## src/qau_pkg.sv

```systemverilog
// ----------------------------------------------------------------------------
// qau_pkg
// Shared types, action codes and helpers for the quaternion arithmetic unit.
// ----------------------------------------------------------------------------
package qau_pkg;

  localparam int FRAC_BITS_DEF = 16;

  typedef enum logic [2:0] {
    ACT_ADD = 3'd0,
    ACT_SUB = 3'd1,
    ACT_CNJ = 3'd2,
    ACT_SCL = 3'd3,
    ACT_MUL = 3'd4,
    ACT_NRM = 3'd5,
    ACT_INV = 3'd6
  } act_e;

  // sign of each hamilton product term, bit index is lane * 4 + term
  localparam logic [15:0] MUL_NEG = 16'h428E;

  typedef struct packed {
    logic        [2:0]  action;
    logic signed [31:0] a_w;
    logic signed [31:0] a_x;
    logic signed [31:0] a_y;
    logic signed [31:0] a_z;
    logic signed [31:0] b_w;
    logic signed [31:0] b_x;
    logic signed [31:0] b_y;
    logic signed [31:0] b_z;
    logic signed [31:0] scale_factor;
  } in_t;

  typedef struct packed {
    logic signed [31:0] r_w;
    logic signed [31:0] r_x;
    logic signed [31:0] r_y;
    logic signed [31:0] r_z;
    logic               saturated;
    logic               divide_by_zero;
  } out_t;

  typedef struct packed {
    logic signed [31:0] x;
    logic signed [31:0] y;
    logic               neg;
  } term_t;

  typedef term_t [3:0] term_arr_t;

  // divider status toward the output stage
  typedef struct packed {
    logic       done;
    logic [3:0] sat;
  } div_stat_t;

  // clamp to the signed 32-bit range, msb of the result is the clamp flag
  function automatic logic [32:0] sat32(input logic signed [67:0] v);
    logic [32:0] r;
    if (v > 68'sh0_0000_0000_7FFF_FFFF) begin
      r = {1'b1, 32'h7FFF_FFFF};
    end else if (v < -68'sh0_0000_0000_8000_0000) begin
      r = {1'b1, 32'h8000_0000};
    end else begin
      r = {1'b0, v[31:0]};
    end
    return r;
  endfunction

  // operand pairs that lane k multiplies for a given action
  function automatic term_arr_t lane_terms(input logic [2:0] act, input in_t it,
                                           input logic [1:0] k);
    term_arr_t        t;
    logic [3:0][31:0] av;
    logic [3:0][31:0] bv;
    t  = '0;
    av = {it.a_z, it.a_y, it.a_x, it.a_w};
    bv = {it.b_z, it.b_y, it.b_x, it.b_w};
    case (act)
      ACT_MUL: begin
        for (int j = 0; j < 4; j++) begin
          t[j].x   = av[j];
          t[j].y   = bv[k ^ 2'(j)];
          t[j].neg = MUL_NEG[{k, 2'(j)}];
        end
      end
      ACT_SCL: begin
        t[0].x = av[k];
        t[0].y = it.scale_factor;
      end
      ACT_NRM, ACT_INV: begin
        if (k == 2'd0) begin
          for (int j = 0; j < 4; j++) begin
            t[j].x = av[j];
            t[j].y = av[j];
          end
        end
      end
      default: ;
    endcase
    return t;
  endfunction

endpackage

```

## src/qau_merge.sv

```systemverilog
// ----------------------------------------------------------------------------
// qau_merge
// Output stage: picks the lane or divider results per action, clamps, flags.
// ----------------------------------------------------------------------------
module qau_merge import qau_pkg::*; #(
  parameter int FRAC_BITS = FRAC_BITS_DEF
) (
  input  logic                        clk,
  input  logic                        rst_n,
  input  logic                        vld,
  input  in_t                         item,
  input  logic signed [66-FRAC_BITS:0] lane_sum [4],
  input  logic                        n_zero,
  input  div_stat_t                   dstat,
  input  logic [3:0][31:0]            dres,
  output logic                        out_valid,
  output out_t                        out_item
);

  logic        valid_r, valid_nxt;
  out_t        res_r, res_nxt;
  logic [3:0][31:0] av, bv, rv;
  logic [3:0]  sv;

  always_comb begin
    av = {item.a_z, item.a_y, item.a_x, item.a_w};
    bv = {item.b_z, item.b_y, item.b_x, item.b_w};
    rv = '0;
    sv = '0;
    valid_nxt = 1'b0;
    res_nxt   = '0;
    if (dstat.done) begin
      valid_nxt = 1'b1;
      rv        = dres;
      sv        = dstat.sat;
    end else if (vld) begin
      valid_nxt = 1'b1;
      for (int k = 0; k < 4; k++) begin
        case (item.action)
          ACT_ADD: {sv[k], rv[k]} = sat32(68'($signed(av[k])) + 68'($signed(bv[k])));
          ACT_SUB: {sv[k], rv[k]} = sat32(68'($signed(av[k])) - 68'($signed(bv[k])));
          ACT_CNJ: begin
            if (k == 0) rv[k] = av[k];
            else {sv[k], rv[k]} = sat32(68'sd0 - 68'($signed(av[k])));
          end
          ACT_SCL, ACT_MUL: {sv[k], rv[k]} = sat32(68'(lane_sum[k]));
          ACT_NRM: begin
            if (k == 0) {sv[k], rv[k]} = sat32(68'(lane_sum[k]));
          end
          ACT_INV: begin
            // nonzero norm goes through the divider instead
            valid_nxt = n_zero;
          end
          default: ;
        endcase
      end
      res_nxt.divide_by_zero = (item.action == ACT_INV) && n_zero;
    end
    res_nxt.r_w       = rv[0];
    res_nxt.r_x       = rv[1];
    res_nxt.r_y       = rv[2];
    res_nxt.r_z       = rv[3];
    res_nxt.saturated = |sv;
  end

  always_ff @(posedge clk) begin
    if (!rst_n) valid_r <= 1'b0;
    else        valid_r <= valid_nxt;
  end

  always_ff @(posedge clk) begin
    res_r <= res_nxt;
  end

  assign out_valid = valid_r;
  assign out_item  = res_r;

endmodule
```

## config.mk

```make
export PLATFORM = sky130hd
export DESIGN_NAME = qau_merge
export DESIGN_NICKNAME = d
export VERILOG_FILES = /design/src/qau_pkg.sv /design/src/qau_merge.sv
export SDC_FILE = /design/constraint.sdc
export NUM_CORES = 1
export LEC_CHECK = 0
export BUFFER_PORTS_ARGS = -buffer_cell sky130_fd_sc_hd__buf_4
export CAP_MARGIN = 10
export CORE_AREA = 2 2 295 297
export CTS_CLUSTER_DIAMETER = 60
export CTS_CLUSTER_SIZE = 30
export DETAILED_ROUTE_END_ITERATION = 16
export DIE_AREA = 0 0 297 299
export PLACE_DENSITY_LB_ADDON = 0.1
export SYNTH_ARGS = -nofsm -noshare
export SYNTH_HDL_FRONTEND = slang
export SYNTH_SLANG_ARGS = --single-unit
export TNS_END_PERCENT = 5
```

## constraint.sdc

```tcl
create_clock -name clk -period 4.05 [get_ports clk]
set_clock_uncertainty 0.05 [all_clocks]
set_input_delay 0.81 -clock clk [delete_from_list [all_inputs] [get_ports clk]]
set_output_delay 0.81 -clock clk [all_outputs]
set_load 0.005 [all_outputs]
```

Word-level counts from Yosys, hierarchy flattened
Cells that the tools add are included.
{"block": "word_totals", "reg_bits": 131, "latchBits": 0, "ramBits": 0, "mem_bits_ro": 0, "in_bits": 632, "output_inout_bits": 131, "word_cells": 106, "n_memories": 0}
{"block": "op_classes", "n_addsub": 11, "mul": 0, "n_div": 0, "order_cmp": 30, "eq_ne": 6, "n_shift": 0, "n_mux": 45, "bitwise": 1, "n_reduce_logical": 6}
{"cell": "33-bit two-way mux", "count": 30}
{"cell": "32-bit case mux with 4 select lines", "count": 4}
{"cell": "33-bit by 32-bit > comparator with 1-bit output (second input constant)", "count": 11}
{"cell": "33-bit by 32-bit less-than comparator with 1-bit output (second input constant)", "count": 11}
{"cell": "128-bit two-way mux", "count": 2}
{"cell": "51-bit by 32-bit > comparator with 1-bit output (second input constant)", "count": 4}
{"cell": "51-bit by 32-bit less-than comparator with 1-bit output (second input constant)", "count": 4}
{"cell": "32-bit by 32-bit adder with 33-bit output", "count": 4}
{"cell": "32-bit by 32-bit subtractor with 33-bit output", "count": 4}
{"cell": "1-bit by 32-bit subtractor with 33-bit output (first input constant)", "count": 3}
{"cell": "1-bit case mux with 4 select lines", "count": 3}
{"cell": "3-bit == test (second input constant)", "count": 3}
{"cell": "4-bit two-way mux", "count": 2}
{"cell": "3-bit by 2-bit == test with 1-bit output (second input constant)", "count": 2}
{"cell": "2-bit OR reduction", "count": 2}
{"cell": "4-bit OR reduction", "count": 1}
{"cell": "3-bit by 1-bit == test with 1-bit output (second input constant)", "count": 1}
{"cell": "3-bit logical NOT", "count": 1}
{"cell": "1-bit two-way mux", "count": 3}
{"cell": "1-bit case mux with 3 select lines", "count": 1}
{"cell": "3-bit OR reduction", "count": 1}
{"cell": "1-bit logical AND", "count": 1}
{"cell": "1-bit NOT", "count": 1}

Depth between registers and ports, before layout
Gate-level depths: netlist of the first run.
{"block": "depth", "word_depth": 8, "mapped_depth": 16, "mapped_depth_nobuf": 14}

Least setup slack after synthesis of the first run
OpenSTA, ideal clock, no wires.
{"block": "synth_timing", "kind": "input port to flip-flop", "start": "input port item[113] in the netlist's numbering", "end": "register res_r, in the netlist out_item[91]", "setup_time_ns": 0.122, "t_arrival_ns": 4.052, "required_ns": 3.878, "slack_ns": -0.174, "cell_stages": 15, "n_path_buf": 2, "path_cell_list": "inv_1 -> ha_1 -> clkbuf_1 -> inv_1 -> nor4_1 -> nand2_1 -> a2111oi_0 -> nor4_1 -> o31ai_1 -> xnor2_1 -> and2_1 -> clkbuf_1 -> nor2_2 -> a211o_1 -> a221o_1"}
{"item": "from (decl)", "line_no": "qau_merge.sv:11", "text": "input in_t item,"}
{"item": "to (signal assigned)", "line_no": "qau_merge.sv:72", "text": "res_r <= res_nxt;"}
{"item": "to (decl)", "line_no": "qau_merge.sv:21", "text": "out_t res_r, res_nxt;"}

==> impl_results.rst, run 1 <==
.. list-table::
   :header-rows: 1

   * - Metric
     - Value
   * - Initial core utilization
     - 30.10%
   * - Count of fill cells added during filler insertion
     - 9009
   * - Most instantiated flip-flop cell in the synthesis netlist
     - dfxtp_1
   * - Async set or reset register ratio after synthesis
     - 0%
   * - Routed WL per cell
     - 23.64 µm
   * - Max stage delay cell, worst path
     - a311o_1
   * - Worst min path class
     - input port to register
   * - Multi-input combinational cell area
     - about 0.022 mm²
   * - Net count after synthesis
     - around 4800
   * - Share of the core filled with cells in the final layout
     - roughly half
   * - Arrival time of data at the critical path endpoint
     - 4.43 ns
   * - Unrepaired setup endpoints after global routing
     - yes
   * - Die span in x
     - 297 µm
   * - Outcome
     - finished clean
   * - Post-layout min period
     - 4.015 ns
   * - Least-Margin Pin Slew
     - 1.020 ns
   * - CTS H-tree depth
     - 4
   * - Worst supply voltage drop on vdd
     - about 0.37 mV
   * - Global-route wire length before repair
     - 225400 µm
   * - Sequential cell area fraction in the yosys report
     - 10.14%
   * - Portion of the clock cycle consumed by the worst path in the final layout
     - around 99%
   * - Die ar.
     - just under 0.09 mm²
   * - Starting DRT DRC Count
     - between 3000 and 4000
   * - Port Buffer Count
     - 730
   * - Share of final-layout standard cells stronger than drive strength 1
     - a little over a third
   * - Number of global-route vias before repair
     - ~36000
   * - Post-Syn Instances
     - 3871
   * - Leakage dissipation
     - 19.20 nW
   * - Area of the placeable core
     - 0.08594 mm²
   * - Total I/O pin count
     - approximately 760
   * - Syn_area_per_cell
     - roughly 6.7 µm²
   * - Synthesis-to-finish area growth
     - 59.79%
   * - Maximum number of pins on one net before global-route repair
     - 61
   * - Clock tree root buffer cell
     - clkbuf_16
   * - Cts-stage hold buffer count
     - 0
   * - Post-detail-place hpwl
     - 130900 µm
   * - Clock tree from TritonCTS
     - done
   * - Count of antenna-violating nets left after detailed routing
     - 0
   * - Number of sinks handled by clock tree synthesis
     - approximately 130
   * - Number of setup violations in the final report
     - 0
   * - Data required time of the critical path
     - 4.46 ns
   * - Max-slew violation count
     - 0
   * - Number of iterations in the first detailed-routing pass
     - 6
   * - Sum of negative setup slack
     - 0 ns
   * - Area of the mapped netlist
     - 0.02586 mm²
   * - Ys Warns
     - 0
   * - Library cell appearing most often on the critical path
     - buf_4
   * - Worst Setup End Kind
     - register
   * - GP Congestion
     - roughly 1
   * - Launching element type of the critical path
     - input port
   * - Remaining Overflow, GRT
     - 0
   * - Row cnt
     - approximately 110
   * - Peak Freq
     - about 250 MHz
   * - Leading cell types in the layout, fill and taps excluded
     - buf_4 (1743), a21oi_1 (453), nor2_1 (338)
   * - Final-layout worst hold slack
     - roughly 0.42 ns
   * - Critical path buffer and inverter count
     - 7
   * - Synth cell types
     - 97
   * - Cell family contributing the most delay on the critical path
     - compound AO/OA/AOI/OAI gates
   * - Area taken by flip-flops and latches
     - 0.002623 mm²
   * - All-Layer GR Usage
     - 33.41%
   * - Number of vias per cell
     - 5.555
   * - Stage delay of the slowest cell on the critical path
     - 0.36 ns
   * - Max clock buf depth
     - 2
   * - Die Height
     - between 200 and 300 µm
   * - Critical Path Fanout Max
     - 5
   * - Startpoint-to-endpoint class of the critical path
     - input port to register
   * - Commonest non-fill, non-tap cell in the layout
     - buf_4
   * - Power per unit of standard cell area
     - 226.1 mW/mm²
   * - Number of DRC violations after detailed routing
     - 0
   * - Final Hold Fails
     - 0
   * - Total CTS buffers
     - 17
   * - CTS clock-pin slew for the worst setup and hold paths
     - ~0.080 ns
   * - Vias
     - 36600
   * - Final routed wirelength across all metal layers
     - 155800 µm
   * - #FFs+latches synth
     - 131
   * - Number of max-cap violations
     - 0
   * - Worst setup margin
     - between 0.03 and 0.04 ns
   * - Antenna violations before repair
     - 8
   * - Worst slack, placed
     - -0.8575 ns
   * - Cell Chain, Critical Path
     - buf_4 > inv_1 > ha_1 > fa_1 > nor2b_1 > o31a_1 > o41ai_2 > buf_4 > a21oi_1 > a21o_2 > a311o_1 > nor3_1 > a21oi_4 > buf_4 > buf_4 > buf_4 > a21oi_1 > nor3_1 > buf_4 > nor2_1
   * - Post-synth EDFFs
     - 0
   * - Final-stage net count
     - 6320
   * - Relative max-transition margin
     - between 30% and 40%
==> final cells by class <==
| cell class | instances | share of cell area [%] |
|---|---|---|
| tap | 1155 | 3.497 |
| inverter | 276 | 2.507 |
| sequential | 131 | 6.346 |
| clock buffer | 19 | 1.096 |
| antenna | 4 | 0.02422 |
| timing repair buffer | 1773 | 33.00 |
| multi-input combinational | 3219 | 53.04 |
| clock inverter | 12 | 0.4935 |
==> registers in the layout (all words and copies together) (netlist names) <==
signal / count
out_item: 130
out_valid: 1
==> Yosys cell counts, types with 12 or more instances <==
cell type  count  share of area [%]
a2111oi_0     13               0.44
a211oi_1      44                1.3
a21o_1        47                1.4
a21oi_1      463                9.0
a221o_1       20               0.77
a221oi_1      36                1.2
a22oi_1       32               0.93
a31oi_1       42                1.0
a32oi_1       33                1.1
and2_1        19               0.46
and3_1        15               0.36
buf_1         12               0.17
buf_2         22               0.43
clkbuf_1     205                3.0
dfxtp_1      131                 10
ha_1         262                 13
inv_1        271                3.9
nand2_1      293                4.3
nand2b_1      51                1.2
nand3_1       74                1.4
nand4_1       67                1.6
nor2_1       349                5.1
nor2b_1       41               0.99
nor3_1       105                2.0
nor4_1        73                1.8
nor4b_1       12               0.41
o211ai_1      58                1.7
o21a_1        21               0.61
o21ai_0      297                5.7
o21bai_1      38                1.1
o221ai_1      39                1.3
o22ai_1       32               0.77
o311ai_0      18               0.61
o31a_1        15               0.51
o31ai_1       51                1.5
or2_2         18               0.44
or3_1         57                1.4
or4_1         18               0.52
xnor2_1      185                6.3
xor2_1        68                2.3
==> report_power, final <==
group	leakage, nW	internal, W	switching (W)
clock	0.312	0.00112	0.000844
sequential	1.09	0.00141	0.0000662
combinational	17.8	0.00278	0.00311
total	19.2	0.00532	0.00402
==> timing repair <==
item,in CTS,in global routing
buffers inserted,0,13
gates resized for setup,20,109
endpoints found under the setup margin,59,125
gates cloned,0,1
hold endpoints to repair,0,0
pin swaps,2,34
==> per-layer routing <==
layer	routed length (µm)	vias up	part of all wire, %	track usage (%)
li1	-	17380	-	-
met5	63	-	0.040	0
met2	72110	1508	46	55.46
met1	66890	17420	43	43.49
met4	6271	10	4.0	12.47
met3	10450	275	6.7	5.271
==> per-stage QoR <==
step | cells | power, W | instance area (µm²)
2_1_floorplan | 3871 | 0.004032 | 25920
3_3_place_gp | 6540 | 0.007198 | 40000
3_5_place_dp | 6540 | 0.007176 | 40000
4_1_cts | 6571 | 0.009193 | 40740
5_1_grt | 6588 | 0.009819 | 41330
6_report | 6589 | 0.009344 | 41330
==> cells by family (layout without fill, tap and decap cells) <==
logic type	after synthesis	after routing	share of synthesized area, %
compound gates	1434	1434	35.73
flops	131	131	10.14
buf+inv	521	2080	7.779
mux	9	9	0.4015
other cells	0	4	0
simple gates	1242	1242	23.66
xor+xnor	253	253	8.567
fa+ha+maj	281	281	13.72
==> path summary, 6_finish.rpt <==
check                 start           end  slack [ns]  cells after the start
hold / removal        rst_n     out_valid        0.42                      2
setup / recovery  item[256]  out_item[99]        0.03                     20
Power figures use the tool's default switching activity.
==> inputs of run 2 (changes only) <==
==> constraint.sdc (replaced) <==
create_clock -name clk -period 4.1 [get_ports clk]
set_clock_uncertainty 0.05 [all_clocks]
set_input_delay 0.82 -clock clk [delete_from_list [all_inputs] [get_ports clk]]
set_output_delay 0.82 -clock clk [all_outputs]
set_load 0.01 [all_outputs]
==> run 2 against run 1 <==
Total power is 2.9% lower; non-clock buffer count down 25; via count fell by 0.82%; sequential cell count stayed put; worst hold slack better by 0.022 ns; clock power decreased by 9%; routed wire length down 0.37%; critical path depth fell by 2; combinational power is 2% lower; critical endpoint is now out_item[57]; largest cell class unchanged; largest power group unchanged.
==> impl_results.rst, run 2 (synthesis gave the netlist of run 1 again) <==
.. list-table::
   :header-rows: 1

   * - Metric
     - Value
   * - Outcome
     - finished clean (unchanged)
   * - Antenna violations before repair
     - 11 (was 8)
   * - Arrival time of data at the critical path endpoint
     - 4.30 ns (was 4.43 ns)
   * - Row cnt
     - 108 (unchanged)
   * - Portion of the clock cycle consumed by the worst path in the final layout
     - a little over nine tenths
   * - CTS clock-pin slew for the worst setup and hold paths
     - 0.08 ns (about the same)
   * - Commonest non-fill, non-tap cell in the layout
     - buf_4 (unchanged)
   * - Number of max-cap violations
     - 0 (unchanged)
   * - Post-layout min period
     - 4.023 ns
   * - Initial core utilization
     - 30.10% (unchanged)
   * - Max stage delay cell, worst path
     - or4_1 (was a311o_1)
   * - Share of the core filled with cells in the final layout
     - 47.50% (was 48.09%)
   * - Die ar.
     - 0.08880 mm² (unchanged)
   * - Cell family contributing the most delay on the critical path
     - compound AO/OA/AOI/OAI gates (unchanged)
   * - Met3 wirelength from detailed routing
     - 10250 µm (was 10450 µm)
   * - Data required time of the critical path
     - 4.37 ns (was 4.46 ns)
   * - Number of DRC violations after detailed routing
     - 0 (unchanged)
   * - Peak Freq
     - 248.6 MHz
   * - Maximum number of pins on one net before global-route repair
     - 110 (was 61)
   * - Max reg flops
     - 130 (unchanged)
   * - Die Height
     - 299 µm (unchanged)
   * - Max clock buf depth
     - 2 (unchanged)
   * - Unrepaired setup endpoints after global routing
     - yes (unchanged)
   * - Number of global-route vias before repair
     - 35440 (was 35680)
   * - Launching element type of the critical path
     - input port (unchanged)
   * - Total I/O pin count
     - 763 (unchanged)
   * - Synthesis-to-finish area growth
     - 57.83% (was 59.79%)
   * - Hold endpoint
     - out_item[103] (was out_valid)
   * - Leakage dissipation
     - 19.02 nW (was 19.20 nW)
   * - Post-layout power
     - 0.009072 W (was 0.009344 W)
   * - Number of setup violations in the final report
     - 0 (unchanged)
   * - Hold wc startpoint
     - dres[5] (was rst_n)
   * - Final-stage net count
     - 6295 (was 6320)
   * - Highest metal layer with signal wires
     - met5 (unchanged)
   * - Worst min path class
     - input port to register (unchanged)
   * - Global-route wire length before repair
     - 225800 µm (was 225400 µm)
   * - Count of antenna-violating nets left after detailed routing
     - 0 (unchanged)
   * - Area of the placeable core
     - 0.08594 mm² (unchanged)
   * - Final Hold Fails
     - 0 (unchanged)
   * - Least-Margin Pin Slew
     - 1.077 ns (was 1.020 ns)
   * - Stage delay of the slowest cell on the critical path
     - 0.53 ns (was 0.36 ns)
   * - Routed WL per cell
     - 23.64 µm (about the same)
   * - Post-detail-place hpwl
     - 130400 µm (was 130900 µm)
   * - CTS H-tree depth
     - 4 (unchanged)
   * - Number of iterations in the first detailed-routing pass
     - 6 (unchanged)
   * - Number of cells in the finished layout apart from fillers
     - 6566 (was 6589)
   * - GP Congestion
     - 0.9865 (was 1.013)
   * - Die span in x
     - 297 µm (unchanged)
   * - Worst supply voltage drop on vdd
     - 0.3794 mV (was 0.3729 mV)
   * - DR WL met2
     - 71570 µm (was 72110 µm)
   * - Number of vias per cell
     - 5.528 (was 5.555)
   * - Port Buffer Count
     - 730 (unchanged)
   * - Power per unit of standard cell area
     - 222.2 mW/mm² (was 226.1 mW/mm²)
   * - Instance area at placement
     - 0.03977 mm² (was 0.04000 mm²)
   * - Clock tree from TritonCTS
     - done (unchanged)
   * - Worst hold path cell count
     - 3 (was 2)
   * - Vias
     - 36300 (was 36600)
   * - Detailed-route wire length on metal 1
     - 68170 µm (was 66890 µm)
   * - All-Layer GR Usage
     - 33.37% (was 33.41%)
   * - Critical Path Fanout Max
     - 14 (was 5)
   * - Remaining Overflow, GRT
     - 0 (unchanged)
   * - Share of final-layout standard cells stronger than drive strength 1
     - 35.31% (was 36.19%)
   * - Post-route cell area
     - 0.04082 mm² (was 0.04133 mm²)
   * - Starting DRT DRC Count
     - 3259 (was 3270)
   * - Leading cell types in the layout, fill and taps excluded
     - buf_4 (1727), a21oi_1 (454), nor2_1 (341) (was buf_4 (1743), a21oi_1 (453), nor2_1 (338))
   * - Max-slew violation count
     - 0 (unchanged)
   * - Relative max-transition margin
     - 28.00% (was 31.92%)
   * - Cell Chain, Critical Path
     - buf_4 > inv_1 > ha_1 > nor3b_1 > or4_1 > a31oi_2 > o2111ai_2 > buf_4 > a31oi_4 > o2111ai_4 > and4b_1 > nor2_2 > buf_6 > buf_4 > a21oi_1 > o31ai_1 > buf_4 > o211ai_1 (was buf_4 > inv_1 > ha_1 > fa_1 > nor2b_1 > o31a_1 > o41ai_2 > buf_4 > a21oi_1 > a21o_2 > a311o_1 > nor3_1 > a21oi_4 > buf_4 > buf_4 > buf_4 > a21oi_1 > nor3_1 > buf_4 > nor2_1)
   * - Total CTS buffers
     - 17 (unchanged)
   * - Clock tree root buffer cell
     - clkbuf_16 (unchanged)
   * - Library cell appearing most often on the critical path
     - buf_4 (unchanged)
   * - Placed Cells
     - 6523 (was 6540)
   * - Critical path buffer and inverter count
     - 6 (was 7)
   * - Startpoint-to-endpoint class of the critical path
     - input port to register (unchanged)
   * - Final routed wirelength across all metal layers
     - 155200 µm (was 155800 µm)
   * - Number of sinks handled by clock tree synthesis
     - 131 (unchanged)
   * - Worst Setup End Kind
     - register (unchanged)
run 2: power by group:
part / internal (W) / switching [W]
clock: 0.00101 / 0.000793
combinational: 0.00271 / 0.00309
sequential: 0.00140 / 0.0000653
run 2: repair_timing:
action | in CTS | in global routing
hold buffers | 0 | 0
pin swaps | 1 | 21
setup endpoints to repair | 62 | 113
gates resized for setup | 17 | 68
setup buffers | 0 | 6
run 2: how the worst max path moves through the flow:
stage,from,end,slack (ns),cells after the start
global placement,item[80],out_item[51],-0.87,16
CTS,item[192],out_item[45],0.01,19
global route,item[81],out_item[57],-0.07,18
floorplan,item[49],out_item[9],-0.04,14
finish,item[69],out_item[57],0.08,18
detailed placement,item[80],out_item[54],-0.91,16
run 2: routing by layer:
metal / vias up / GRT usage (%)
li1: 17340 / -
met1: 17230 / 44.31
met2: 1507 / 55.14
met3: 216 / 4.980
met4: 10 / 11.15
met5: - / 0
run 2: area by class of cell:
class | instances | area (µm²)
Tap cell | 1155 | 1445
Inverter | 276 | 1036
Clock inverter | 14 | 186.4
Timing Repair Buffer | 1748 | 13350
Fill cell | 9099 | 45120
Multi-Input combinational cell | 3219 | 21740
Clock buffer | 18 | 429.2
Antenna cell | 5 | 12.51
Sequential cell | 131 | 2623
run 2: per-stage QoR:
| stage | hold WS, ns | setup TNS, ns | setup WS (ns) |
|---|---|---|---|
| 5_1_grt | 0.4516 | -0.4191 | -0.06952 |
| 2_1_floorplan | 0.8827 | -0.8145 | -0.04346 |
| 3_5_place_dp | 0.9734 | -68.19 | -0.9109 |
| 4_1_cts | 0.4130 | 0 | 0.01041 |
| 3_3_place_gp | 0.9755 | -67.05 | -0.8688 |
| 6_report | 0.4453 | 0 | 0.07744 |
