==> src/qau_pkg.sv <==
// ----------------------------------------------------------------------------
// qau_pkg
// Shared types, action codes and helpers for the quaternion arithmetic unit.
// ----------------------------------------------------------------------------
package qau_pkg;

  localparam int FRAC_BITS_DEF = 16;

  typedef enum logic [2:0] {
    ACT_ADD = 3'd0,
    ACT_SUB = 3'd1,
    ACT_CNJ = 3'd2,
    ACT_SCL = 3'd3,
    ACT_MUL = 3'd4,
    ACT_NRM = 3'd5,
    ACT_INV = 3'd6
  } act_e;

  // sign of each hamilton product term, bit index is lane * 4 + term
  localparam logic [15:0] MUL_NEG = 16'h428E;

  typedef struct packed {
    logic        [2:0]  action;
    logic signed [31:0] a_w;
    logic signed [31:0] a_x;
    logic signed [31:0] a_y;
    logic signed [31:0] a_z;
    logic signed [31:0] b_w;
    logic signed [31:0] b_x;
    logic signed [31:0] b_y;
    logic signed [31:0] b_z;
    logic signed [31:0] scale_factor;
  } in_t;

  typedef struct packed {
    logic signed [31:0] r_w;
    logic signed [31:0] r_x;
    logic signed [31:0] r_y;
    logic signed [31:0] r_z;
    logic               saturated;
    logic               divide_by_zero;
  } out_t;

  typedef struct packed {
    logic signed [31:0] x;
    logic signed [31:0] y;
    logic               neg;
  } term_t;

  typedef term_t [3:0] term_arr_t;

  // divider status toward the output stage
  typedef struct packed {
    logic       done;
    logic [3:0] sat;
  } div_stat_t;

  // clamp to the signed 32-bit range, msb of the result is the clamp flag
  function automatic logic [32:0] sat32(input logic signed [67:0] v);
    logic [32:0] r;
    if (v > 68'sh0_0000_0000_7FFF_FFFF) begin
      r = {1'b1, 32'h7FFF_FFFF};
    end else if (v < -68'sh0_0000_0000_8000_0000) begin
      r = {1'b1, 32'h8000_0000};
    end else begin
      r = {1'b0, v[31:0]};
    end
    return r;
  endfunction

  // operand pairs that lane k multiplies for a given action
  function automatic term_arr_t lane_terms(input logic [2:0] act, input in_t it,
                                           input logic [1:0] k);
    term_arr_t        t;
    logic [3:0][31:0] av;
    logic [3:0][31:0] bv;
    t  = '0;
    av = {it.a_z, it.a_y, it.a_x, it.a_w};
    bv = {it.b_z, it.b_y, it.b_x, it.b_w};
    case (act)
      ACT_MUL: begin
        for (int j = 0; j < 4; j++) begin
          t[j].x   = av[j];
          t[j].y   = bv[k ^ 2'(j)];
          t[j].neg = MUL_NEG[{k, 2'(j)}];
        end
      end
      ACT_SCL: begin
        t[0].x = av[k];
        t[0].y = it.scale_factor;
      end
      ACT_NRM, ACT_INV: begin
        if (k == 2'd0) begin
          for (int j = 0; j < 4; j++) begin
            t[j].x = av[j];
            t[j].y = av[j];
          end
        end
      end
      default: ;
    endcase
    return t;
  endfunction

endpackage

==> src/qau_div.sv <==
// ----------------------------------------------------------------------------
// qau_div
// Restoring divider, one quotient bit per cycle, signed result with clamp.
// ----------------------------------------------------------------------------
module qau_div import qau_pkg::*; #(
  parameter int FRAC_BITS = FRAC_BITS_DEF
) (
  input  logic                    clk,
  input  logic                    rst_n,
  input  logic                    start,
  input  logic [31+FRAC_BITS:0]   num_mag,
  input  logic                    neg,
  input  logic [64-FRAC_BITS:0]   den,
  output logic                    done,
  output logic [31:0]             result,
  output logic                    sat
);

  localparam int NUMW = 32 + FRAC_BITS;
  localparam int DW   = 65 - FRAC_BITS;
  localparam int RW   = DW + 1;
  localparam int CW   = $clog2(NUMW + 1);

  logic [NUMW-1:0] num_r, num_nxt;
  logic [NUMW-1:0] q_r, q_nxt;
  logic [RW-1:0]   rem_r, rem_nxt;
  logic [DW-1:0]   den_r;
  logic [CW-1:0]   cnt_r, cnt_nxt;
  logic            run_r, run_nxt;
  logic            done_r, done_nxt;
  logic            neg_r;
  logic [RW-1:0]   rem_sh;

  always_comb begin
    num_nxt  = num_r;
    q_nxt    = q_r;
    rem_nxt  = rem_r;
    cnt_nxt  = cnt_r;
    run_nxt  = run_r;
    done_nxt = 1'b0;
    rem_sh   = {rem_r[RW-2:0], num_r[NUMW-1]};
    if (start) begin
      num_nxt = num_mag;
      q_nxt   = '0;
      rem_nxt = '0;
      cnt_nxt = CW'(NUMW);
      run_nxt = 1'b1;
    end else if (run_r) begin
      num_nxt = {num_r[NUMW-2:0], 1'b0};
      if (rem_sh >= {1'b0, den_r}) begin
        rem_nxt = rem_sh - {1'b0, den_r};
        q_nxt   = {q_r[NUMW-2:0], 1'b1};
      end else begin
        rem_nxt = rem_sh;
        q_nxt   = {q_r[NUMW-2:0], 1'b0};
      end
      cnt_nxt = cnt_r - 1'b1;
      if (cnt_r == CW'(1)) begin
        run_nxt  = 1'b0;
        done_nxt = 1'b1;
      end
    end
  end

  always_ff @(posedge clk) begin
    if (!rst_n) begin
      run_r  <= 1'b0;
      done_r <= 1'b0;
      cnt_r  <= '0;
    end else begin
      run_r  <= run_nxt;
      done_r <= done_nxt;
      cnt_r  <= cnt_nxt;
    end
  end

  always_ff @(posedge clk) begin
    num_r <= num_nxt;
    q_r   <= q_nxt;
    rem_r <= rem_nxt;
    if (start) begin
      den_r <= den;
      neg_r <= neg;
    end
  end

  always_comb begin
    sat    = 1'b0;
    result = neg_r ? (32'd0 - q_r[31:0]) : q_r[31:0];
    if (!neg_r && q_r > NUMW'(32'h7FFF_FFFF)) begin
      sat    = 1'b1;
      result = 32'h7FFF_FFFF;
    end else if (neg_r && q_r > NUMW'(32'h8000_0000)) begin
      sat    = 1'b1;
      result = 32'h8000_0000;
    end
  end

  assign done = done_r;

endmodule

==> config.mk <==
export PLATFORM = sky130hd
export DESIGN_NAME = qau_div
export DESIGN_NICKNAME = d
export VERILOG_FILES = /design/src/qau_pkg.sv /design/src/qau_div.sv
export SDC_FILE = /design/constraint.sdc
export NUM_CORES = 1
export LEC_CHECK = 0
export BUFFER_PORTS_ARGS = -buffer_cell sky130_fd_sc_hd__buf_2
export CELL_PAD_IN_SITES_DETAIL_PLACEMENT = 0
export CELL_PAD_IN_SITES_GLOBAL_PLACEMENT = 1
export CORE_ASPECT_RATIO = 1.25
export CORE_MARGIN = 1.5
export CORE_UTILIZATION = 40
export CTS_CLUSTER_SIZE = 16
export DETAILED_ROUTE_END_ITERATION = 7
export PLACE_DENSITY_LB_ADDON = 0.1
export SYNTH_ARGS = -nofsm -noshare
export SYNTH_HDL_FRONTEND = slang
export SYNTH_SLANG_ARGS = --single-unit
export TNS_END_PERCENT = 30
==> constraint.sdc <==
create_clock -name clk -period 10.4 [get_ports clk]
set_input_delay 2.08 -clock clk [delete_from_list [all_inputs] [get_ports clk]]
set_output_delay 2.08 -clock clk [all_outputs]
set_load 0.005 [all_outputs]
**Word level (Yosys, flattened, before mapping)**

Cells that the tools add are included.

- Bits of input ports: 101
- Memories: 0
- Memory bits (writable): 0
- Latch bits: 0
- ROM bits: 0
- Output and inout bits: 34
- Logic and storage cells: 39
- Register bits: 203

- Divide/modulo/power cells: 0
- Bitwise gates (word level): 2
- Equal/unequal tests: 1
- $mul: 0
- Add/subtract/negate cells: 3
- Reduce and logical (&&, ||, !) cells: 6
- Shift operators: 0
- $lt $le $gt $ge: 3
- Mux-type cells: 15

Operators with widths:

| kind | number |
|---|---|
| $mux W32 | 3 |
| $mux W48 | 2 |
| $ge A50 B49 Y1 | 1 |
| $mux W49 | 1 |
| $sub A49 B49 Y49 | 1 |
| $gt A48 B31 Y1 const B | 1 |
| $gt A48 B32 Y1 const B | 1 |
| $sub A1 B32 Y32 const A | 1 |
| $mux W6 | 2 |
| $mux W1 | 7 |
| $eq A6 B1 Y1 const B | 1 |
| $sub A6 B1 Y6 const B | 1 |
| $reduce_or A3 Y1 | 1 |
| $logic_and A1 B1 Y1 | 2 |
| $not A1 Y1 | 2 |
| $reduce_bool A2 Y1 | 1 |
| $reduce_or A2 Y1 | 1 |
| $logic_not A1 Y1 | 1 |

**Longest topological paths before layout**

Gate-level depths: netlist (run 1).

- Depth in word-level cells: 4
- Gate-level depth with buffers: 16
- Mapped depth without buffers: 14

**Worst setup path after synthesis (run 1)**

OpenSTA, ideal clock, no wires.

- Path type: flip-flop to output port
- From: register q_r[6]
- To: output result[31]
- Required time: 8,320 ps
- Cell stages (with the launch flop): 11
- Slack: 5,248 ps
- Arrival: 3,072 ps
- Cells stage by stage: dfxtp_1 or4_4 nor2_4 nand3_2 or4_1 or4_4 or4_4 or3_4 o21ai_2 xor2_1 a21boi_1

- Longest elaborated chain between the ends: 4
- Elaborated cells on any way between the ends: 8
- Those cells by class: add/sub: 1; order compare: 2; mux: 3; reduce/logical: 2

RTL lines:

| element | RTL line | source |
|---|---|---|
| from (decl) | qau_div.sv:25 | `logic [NUMW-1:0] q_r, q_nxt;` |
| from (signal assigned) | qau_div.sv:79 | `q_r <= q_nxt;` |
| $sub A1 B32 Y32 or $gt A48 B32 Y1 (tied branches) | qau_div.sv:89, qau_div.sv:93 |  |
| $mux W32 or $logic_and A1 B1 Y1 (tied branches) | qau_div.sv:89, qau_div.sv:93 |  |
| $mux W32 | qau_div.sv:93 | `end else if (neg_r && q_r > NUMW'(32'h8000_0000)) begin` |
| $mux W32 * | qau_div.sv:90 | `if (!neg_r && q_r > NUMW'(32'h7FFF_FFFF)) begin` |
| to (decl) | qau_div.sv:15 | `output logic [31:0] result,` |

Mark *: on every way between the ends. The rest lies on a longest branch, timed or not.

**Worst setup path in the final report (run 1)**

Same ends and word-level chain as after synthesis.

==> results.ini, run 1 <==
[route]
first_pass_iters=4
wl_per_cell_um=15.7
drtIter0Drc=392
drc_errors=0
routed_wl_mm=26.4
viasPerCell=5.29
num_vias=8897
ant_nets=0

[final_layout]
diodes=0
fin_cells=1683
syn2layout_area_growth_pct=14.3
final_nets=1465
layout_commonest_cell=nor2_1
drive_above_1_share_pct=17.8
final_cell_mix=149 x nor2_1, 133 x buf_2, 104 x dfxtp_1, 98 x edfxtp_1, 84 x a21oi_1

[critical_path]
worstPathCellList=or4_4 > nor2_4 > nand3_2 > or4_1 > or4_4 > or4_4 > or3_4 > o21ai_2 > xor2_1 > a21boi_1 > buf_2
critPathRequiredTime_ns=8.32
cp.arrival_ns=4.00
crit_path_top_delay_cell=or4_4
crit_top_cell=or4_4
cp-end-kind=primary output
cp_num_buf_inv=1
path_max_fanout=7
start_kind=flip-flop
crit_family=simple AND/OR/NAND/NOR gates
worst-setup-path-type=reg2out
max_stage_delay_ns=0.57

[global_route]
grt_start_max_net_pins=93
overflow=0
grt_pass1_wl_mm=43.7
grt_pass1_vias=8787
grtUsageTotal_pct=17.8
antenna_found_initial=1

[clocking]
clockBufferDepth=3
cts_made_buffers=23
cts-resized-gates=0
cts_sinks=203
postCtsHoldBufs=0
htree_levels=1
cts_root_buffer=clkbuf_16
path_clk_slew_ns=0.06
clock_latency_ns=0.54
cts_setup_buffers=0
cts_tree=built

[hold_path]
hp-class=reg2reg

[yosys]
netlist_instances=1216
synth_fp_nets=1370
synth_area_um2=11500
syn_area_per_cell_um2=9.49
seq_area_frac_synth_pct=43.7
async_flop_share_pct=0
ys.flop_type=dfxtp_1
synth_cell_type_count=65
synth_warnings=0
synth_edf_count=98
ys_seq_elements=203

[flow_run]
max-cap-violations=0

[floorplan]
io_pins=135
die_y_um=193
rows=69
die_w_um=155
dieArea_um2=29900
start_util_pct=40.6
core_area_um2=28400

[timing]
hold_viol_final=0
rsz0062_at_grt=no
finalCriticalPeriod_ns=6.08
tightest_slew_ns=1.08
maxSlewViolCount=0
fmax_mhz=164
relSlewSlack_pct=28.0
finalSetupViolations=0
fin_setup_tns_ns=0
post-route-period-util_pct=58.5
fin_skew_ns=0.0169

[power_and_ir_drop]
finalPower_mw=2.22
seqPwrFrac_pct=42.3
p_leak_nw=5.60
switching_share_pct=28.9
power_density_nw_per_um2=168
pwr-share-clk_pct=36.4
vdd_drop_max_v=0.000116
intPower_mw=1.58
p_sw_mw=0.641
comb_power_share_pct=21.4

[placed_design]
numPlacedInstances=1641
hpwlAfterDp_mm=18.4
io_buffers=134
gp_congestion=0.825

[outcome]
status=completed

[flip-flops by register name (all words and copies together) (netlist names)]
signal,cells
run_r,1
den_r,49
done,1
rem_r,49
neg_r,1
cnt_r,6
num_r,48
q_r,48
[stage by stage]
step / util (%) / hold slack (ns) / worst slack (ns) / area [µm²]
finish: 46.4 / 0.478 / 4.32 / 13200
global route: 46.4 / 0.513 / 4.15 / 13200
CTS: 46.4 / 0.480 / 4.25 / 13200
detailed placement: 43.8 / 0.471 / 4.84 / 12400
global placement: 43.8 / 0.466 / 4.85 / 12400
floorplan: - / 0.449 / 5.25 / 11500
[cells in the mapped netlist, types with 3 or more instances]
cell,number,share of area [%]
o21a_1,14,0.91
mux2_2,48,4.7
nand3_1,11,0.48
o21ai_0,79,3.4
nand4_1,13,0.70
nor2_1,149,4.8
clkbuf_1,63,2.0
a41oi_1,3,0.23
o31ai_1,9,0.59
o211ai_1,14,0.91
nor4_1,9,0.49
or4_4,3,0.29
ha_1,52,5.6
or2_2,3,0.16
nand2b_1,6,0.33
and2_1,4,0.22
edfxtp_1,98,26
nor3_1,18,0.78
a211oi_1,32,2.1
o21bai_1,13,0.85
o41ai_1,5,0.38
nor2b_1,13,0.70
xor2_1,45,3.4
inv_1,68,2.2
or3_1,4,0.22
a221oi_1,4,0.30
a21o_1,28,1.8
a21oi_1,84,3.6
nand2_1,73,2.4
o311a_1,3,0.26
mux2i_1,57,4.9
or4_1,7,0.46
buf_1,4,0.13
xnor2_1,32,2.4
dfxtp_1,105,18
and3_1,5,0.27
[kinds of logic after synthesis]
family	share of synthesized area, %
buffers and inverters	4.44
adders and majority gates	5.81
xor gates and xnor gates	5.85
and+or+nand+nor	13.2
AOI/OAI and AO/OA	17.3
DFF	43.7
muxes	9.63
[layer usage]
| layer | share of wire, % | global-route usage [%] |
|---|---|---|
| met5 | 0.049 | 0 |
| met4 | 1.7 | 4.22 |
| met3 | 4.0 | 2.94 |
| met2 | 50 | 32.8 |
| met1 | 44 | 21.5 |
[power groups by stage]
stage | Sequential, mW | Combinational [mW] | Clock [mW]
4_1_cts | 0.939 | 0.478 | 0.834
3_5_place_dp | 0.955 | 0.475 | 0
6_report | 0.938 | 0.474 | 0.807
5_1_grt | 0.946 | 0.538 | 0.866
3_3_place_gp | 0.954 | 0.475 | 0
2_1_floorplan | 0.937 | 0.368 | 0
[worst paths after layout]
| kind | slack, ns | from | end | depth (start not counted) |
|---|---|---|---|---|
| max | 4.32 | q_r[6] | result[31] | 11 |
| min | 0.48 | rem_r[41] | rem_r[41] | 2 |
| max reg2reg | 5.81 | num_r[47] | rem_r[43] | 13 |
| min reg2reg | 0.48 | rem_r[41] | rem_r[41] | 2 |
[tightest hold or removal path: stages (launching register included)]
cell	delay [ns]
dfxtp_1	0.33
nand2_1	0.06
o41ai_1	0.05
[cell type report]
| type | count | area [µm²] |
|---|---|---|
| Inverter | 68 | 255 |
| Timing Repair Buffer | 138 | 707 |
| Tap cell | 355 | 444 |
| Sequential cell | 203 | 5050 |
| Multi-Input combinational cell | 877 | 5990 |
| Clock buffer | 35 | 672 |
| Clock inverter | 7 | 76.3 |
| Fill cell | 2814 | 15200 |
No activity file was read; power rests on OpenSTA's default activity.
==> run 2: changes to the inputs <==
==> constraint.sdc (replaced) <==
create_clock -name clk -period 5.95 [get_ports clk]
set_input_delay 1.19 -clock clk [delete_from_list [all_inputs] [get_ports clk]]
set_output_delay 1.19 -clock clk [all_outputs]
set_load 0.005 [all_outputs]
==> run 2 against run 1 <==
  * Clock power up 71%
  * Power up 74%
  * Final area about the same
  * Via count down 0.66%
  * Critical path type unchanged
  * Critical endpoint is now result[29]
  * Largest power group unchanged
==> results.ini, run 2 (synthesized netlist as in run 1, its figures left out) <==
[timing]
relSlewSlack_pct=30.0  ; was 28.0%
fmax_mhz=194
hold_viol_final=0  ; unchanged
maxSlewViolCount=0  ; unchanged
finalSetupViolations=0  ; unchanged
rsz0062_at_grt=no  ; unchanged
post-route-period-util_pct=86.7
tightest_slew_ns=1.05  ; was 1.08 ns
finalCriticalPeriod_ns=5.16
fin_setup_tns_ns=0  ; unchanged
fin_skew_ns=0.0177  ; was 0.0169 ns

[final_layout]
layout_commonest_cell=nor2_1  ; unchanged
final_cell_mix=149 x nor2_1, 133 x buf_2, 104 x dfxtp_1, 98 x edfxtp_1, 84 x a21oi_1  ; unchanged
fillers=2806  ; was 2,814
final_nets=1466  ; was 1,465
reg_top3=den_r x49, rem_r x49  ; unchanged
area.sequential_um2=5050  ; unchanged
drive_above_1_share_pct=18.1  ; was 17.8%
syn2layout_area_growth_pct=14.4  ; was 14.3%
fin_util_pct=46.5  ; was 46.4%
diodes=0  ; unchanged
multi_input_area_um2=5990  ; unchanged

[power_and_ir_drop]
intPower_mw=2.74  ; was 1.58 mW
finalPower_mw=3.85  ; was 2.22 mW
pwr-share-clk_pct=35.9  ; was 36.4%
p_sw_mw=1.11  ; was 0.641 mW
comb_power_share_pct=21.6  ; was 21.4%
power_density_nw_per_um2=292  ; was 168 nW/µm²
seqPwrFrac_pct=42.6  ; was 42.3%
switching_share_pct=28.9  ; about the same
vdd_drop_max_v=0.000206  ; was 0.000116 V
p_leak_nw=5.62  ; was 5.60 nW

[clocking]
clock_latency_ns=0.54  ; about the same
cts_made_buffers=23  ; unchanged
htree_levels=1  ; unchanged
cts_tree=built  ; unchanged
cts_sinks=203  ; unchanged
cts-resized-gates=0  ; unchanged
cts_root_buffer=clkbuf_16  ; unchanged
postCtsHoldBufs=0  ; unchanged
cts_setup_buffers=0  ; unchanged
clockBufferDepth=3  ; unchanged
path_clk_slew_ns=0.07  ; was 0.06 ns

[global_route]
grt_pass1_vias=8797  ; was 8,787
overflow=0  ; unchanged
grt_pass1_wl_mm=43.9  ; was 43.7 mm
grt_start_max_net_pins=96  ; was 93
grtUsageTotal_pct=17.9  ; was 17.8%
antenna_found_initial=0  ; was 1

[critical_path]
path_max_fanout=7  ; unchanged
worstPathCellList=or4_4 > nor2_4 > nand3_2 > or4_1 > or4_4 > or4_4 > or3_4 > o21ai_2 > xor2_1 > o21ai_1 > buf_2  ; was or4_4 > nor2_4 > nand3_2 > or4_1 > or4_4 > or4_4 > or3_4 > o21ai_2 > xor2_1 > a21boi_1 > buf_2
rrSetupSlack_ns=1.70  ; was 5.81 ns
critPathRequiredTime_ns=4.76  ; was 8.32 ns
cp.arrival_ns=3.97  ; was 4.00 ns
worst-setup-path-type=reg2out  ; unchanged
crit_top_cell=or4_4  ; unchanged
cp-end-kind=primary output  ; unchanged
worstReg2RegEnd=rem_r[22]  ; was rem_r[43]
worstRegToRegCells=15  ; was 13
crit_path_top_delay_cell=or4_4  ; unchanged
start_kind=flip-flop  ; unchanged
max_stage_delay_ns=0.58  ; was 0.57 ns
reg2reg_from=num_r[47]  ; unchanged

[hold_path]
whs_path_depth=2  ; unchanged
holdCritStartpoint=rem_r[41]  ; unchanged
hp-class=reg2reg  ; unchanged
holdPathEnd=rem_r[41]  ; unchanged

[floorplan]
core_area_um2=28400  ; unchanged
die_w_um=155  ; unchanged
start_util_pct=40.6  ; unchanged
dieArea_um2=29900  ; unchanged
die_y_um=193  ; unchanged
io_pins=135  ; unchanged
rows=69  ; unchanged

[route]
viasPerCell=5.25  ; was 5.29
first_pass_iters=4  ; unchanged
drc_errors=0  ; unchanged
wl_per_cell_um=15.7  ; about the same
ant_nets=0  ; unchanged
routed_wl_mm=26.5  ; was 26.4 mm
num_vias=8838  ; was 8,897
drtIter0Drc=370  ; was 392

[placed_design]
io_buffers=134  ; unchanged
gp_congestion=0.819  ; was 0.825
hpwlAfterDp_mm=18.7  ; was 18.4 mm

[outcome]
status=completed  ; unchanged

[flow_run]
max-cap-violations=0  ; unchanged

## run 2: power groups by stage
stage,sequential (mW),combinational (mW),clock (mW)
2_1_floorplan,1.64,0.643,0
3_3_place_gp,1.67,0.835,0
3_5_place_dp,1.67,0.839,0
4_1_cts,1.64,0.843,1.44
5_1_grt,1.65,0.944,1.49
6_report,1.64,0.831,1.38
## run 2: per-stage QoR
| step | cells | hold slack, ns | instance area (µm²) | setup slack [ns] |
|---|---|---|---|---|
| after floorplan | 1216 | 0.449 | 11500 | 1.69 |
| after global placement | 1642 | 0.466 | 12500 | 1.32 |
| after detailed placement | 1642 | 0.479 | 12500 | 1.33 |
| after CTS | 1684 | 0.489 | 13200 | 0.747 |
| after global routing | 1684 | 0.500 | 13200 | 0.618 |
| final | 1684 | 0.482 | 13200 | 0.793 |
## run 2: layer usage
metal / wire, µm / vias up / track usage, %
met2: 13500 / 113 / 32.9
met4: 434 / 0 / 4.03
met1: 11500 / 4135 / 21.6
li1: - / 4556 / -
met5: 0 / - / 0
met3: 1090 / 34 / 3.19
## run 2: cell type report
class	count	share of cell area, %
clock inverter	7	0.379
multi-input combinational	877	45.4
inverter	68	1.93
timing repair buffer	139	5.41
sequential	203	38.3
clock buffer	35	5.24
tap	355	3.37
## run 2: how the worst max path moves through the flow
stage	startpoint	endpoint	slack (ns)	depth (start not counted)
2_1_floorplan	q_r[6]	result[31]	1.69	10
3_3_place_gp	q_r[6]	result[31]	1.32	11
3_5_place_dp	q_r[6]	result[31]	1.33	11
4_1_cts	q_r[6]	result[31]	0.75	11
5_1_grt	q_r[6]	result[4]	0.62	10
6_report	q_r[6]	result[29]	0.79	11
## run 2: worst max-delay path, delay by kind of cell, from the launching register on
kind / cells / cell delay (ns)
AND/OR/NAND/NOR: 7 / 2.51
flip-flops: 1 / 0.37
AO/OA/AOI/OAI: 2 / 0.21
XOR/XNOR: 1 / 0.19
buffers and inverters: 1 / 0.17
==> run 3: changes to the inputs <==
--- a/config.mk
+++ b/config.mk
@@ -5,7 +5,6 @@
 export SDC_FILE = /design/constraint.sdc
 export NUM_CORES = 1
 export LEC_CHECK = 0
-export BUFFER_PORTS_ARGS = -buffer_cell sky130_fd_sc_hd__buf_2
 export CELL_PAD_IN_SITES_DETAIL_PLACEMENT = 0
 export CELL_PAD_IN_SITES_GLOBAL_PLACEMENT = 1
 export CORE_ASPECT_RATIO = 1.25
@@ -13,7 +12,9 @@
 export CORE_UTILIZATION = 40
 export CTS_CLUSTER_SIZE = 16
 export DETAILED_ROUTE_END_ITERATION = 7
+export DONT_BUFFER_PORTS = 1
 export PLACE_DENSITY_LB_ADDON = 0.1
+export RECOVER_POWER = 50
 export SYNTH_ARGS = -nofsm -noshare
 export SYNTH_HDL_FRONTEND = slang
 export SYNTH_SLANG_ARGS = --single-unit
==> run 3 against run 2 <==
  * The run now ends with max-capacitance violations, max-slew violations left
  * Sequential cell count unchanged
  * Non-clock buffer count down 137
  * Register-to-register slack worse by 0.32 ns
  * Highest routed layer is now met5
==> results.ini, run 3 (synthesized netlist as in run 1, its figures left out) <==
[outcome]
status=complete, but fails checks  ; was completed
violations=max-capacitance violations, max-slew violations

[final_layout]
layout_commonest_cell=nor2_1  ; unchanged
fin_util_pct=44.0  ; was 46.5%
syn2layout_area_growth_pct=8.33  ; was 14.4%
fin_area_um2=12500  ; was 13,200 µm²
drive_above_1_share_pct=8.31  ; was 18.1%
final_cell_mix=149 x nor2_1, 104 x dfxtp_1, 98 x edfxtp_1, 84 x a21oi_1, 79 x o21ai_0  ; was 149 x nor2_1, 133 x buf_2, 104 x dfxtp_1, 98 x edfxtp_1, 84 x a21oi_1
diodes=0  ; unchanged
final_nets=1329  ; was 1,466
reg_top3=den_r x49, rem_r x49  ; unchanged

[timing]
relSlewSlack_pct=-123  ; was 30.0%
finalCriticalPeriod_ns=5.05  ; was 5.16 ns
finalSetupViolations=0  ; unchanged
hold_viol_final=0  ; unchanged
fin_skew_ns=0.00935  ; was 0.0177 ns
fin_ws_ns=0.898  ; was 0.793 ns
fin_setup_tns_ns=0  ; unchanged
fmax_mhz=198  ; was 194 MHz
rsz0062_at_grt=no  ; unchanged
post-route-period-util_pct=84.9  ; was 86.7%
maxSlewViolCount=73  ; was 0
tightest_slew_ns=3.35  ; was 1.05 ns

[global_route]
grtUsageTotal_pct=17.6  ; was 17.9%
antenna_found_initial=1  ; was 0
grt_pass1_wl_mm=42.8  ; was 43.9 mm
overflow=0  ; unchanged
grt_start_max_net_pins=202  ; was 96
grt_pass1_vias=8388  ; was 8,797

[floorplan]
start_util_pct=40.6  ; unchanged
rows=69  ; unchanged
core_area_um2=28400  ; unchanged
io_pins=135  ; unchanged
die_y_um=193  ; unchanged
dieArea_um2=29900  ; unchanged
die_w_um=155  ; unchanged

[clocking]
cts_sinks=203  ; unchanged
cts_root_buffer=clkbuf_16  ; unchanged
cts_tree=built  ; unchanged
clock_latency_ns=0.52  ; was 0.54 ns
htree_levels=1  ; unchanged
clockBufferDepth=3  ; unchanged
cts-resized-gates=0  ; unchanged
path_clk_slew_ns=0.06  ; was 0.07 ns
postCtsHoldBufs=0  ; unchanged
cts_setup_buffers=0  ; unchanged
cts_made_buffers=23  ; unchanged

[placed_design]
gp_congestion=0.833  ; was 0.819
placed_cell_area_um2=11800  ; was 12,500 µm²
dp_slack_ns=1.42  ; was 1.33 ns
io_buffers=0  ; was 134
hpwlAfterDp_mm=17.5  ; was 18.7 mm

[critical_path]
cp-end-kind=primary output  ; unchanged
worst-setup-path-type=reg2out  ; unchanged
cp.arrival_ns=3.86  ; was 3.97 ns
path_max_fanout=7  ; unchanged
rrSetupSlack_ns=1.38  ; was 1.70 ns
start_kind=flip-flop  ; unchanged
critPathRequiredTime_ns=4.76  ; about the same

[flow_run]
max-cap-violations=1  ; was 0

[route]
viasPerCell=5.35  ; was 5.25
wl_per_cell_um=16.8  ; was 15.7 µm
first_pass_iters=5  ; was 4
drc_errors=0  ; unchanged
routed_wl_mm=26.0  ; was 26.5 mm
ant_nets=0  ; unchanged
top_layer=met5  ; was met4
wl_met1_mm=11.2  ; was 11.5 mm
num_vias=8273  ; was 8,838
drtIter0Drc=392  ; was 370
dr_wl_met3_mm=1.13  ; was 1.09 mm
met2_length_mm=13.2  ; was 13.5 mm

[power_and_ir_drop]
vdd_drop_max_v=0.000241  ; was 0.000206 V
power_density_nw_per_um2=306  ; was 292 nW/µm²
p_leak_nw=5.02  ; was 5.62 nW

[hold_path]
hp-class=reg2reg  ; unchanged

run 3: cell types whose count changed in the layout (fill, tap and decap cells not counted), sizes merged:
cell,change
bufinv,+2
buf,-138
inv,+1
clkinv,-2
run 3: final timing paths:
kind                                 from    endpoint  depth (start not counted)
worst max register to register      run_r    cnt_r[4]                          6
worst max-delay path               q_r[6]  result[31]                         10
worst min register to register  rem_r[41]   rem_r[41]                          2
worst min-delay path            rem_r[41]   rem_r[41]                          2
run 3: stage by stage:
stage	instances	hold slack [ns]	total power, mW
global route	1547	0.510	4.05
global placement	1505	0.470	2.43
CTS	1547	0.483	3.89
detailed placement	1505	0.472	2.43
finish	1547	0.480	3.82
floorplan	1216	0.449	2.28
run 3: layer usage:
layer	global-route usage, %	up-vias
met3	3.50	30
met5	0	-
met2	32.3	118
met4	4.59	2
met1	20.9	3834
li1	-	4289
run 3: cell type report:
class / instances / area (µm²)
flip-flops and latches: 203 / 5050
clock buffers: 34 / 657
multi-input cells: 877 / 5990
repair buffers: 2 / 11.3
well taps: 355 / 444
clock inverters: 8 / 92.6
fillers: 2815 / 15900
inverters: 68 / 255
run 3: critical path: stages (launching register included):
cell	delay (ns)
dfxtp_1	0.37
or4_4	0.57
nor2_4	0.11
nand3_2	0.10
or4_1	0.45
or4_4	0.46
or4_4	0.45
or3_4	0.36
o21ai_2	0.13
xor2_1	0.24
a21boi_1	0.12
run 3: power breakdown:
part	switching [mW]	internal (mW)	total [mW]	leakage (nW)
combinational	0.448	0.320	0.769	2.82
sequential	0.0525	1.58	1.63	1.83
clock	0.572	0.850	1.42	0.369
total	1.07	2.75	3.82	5.02
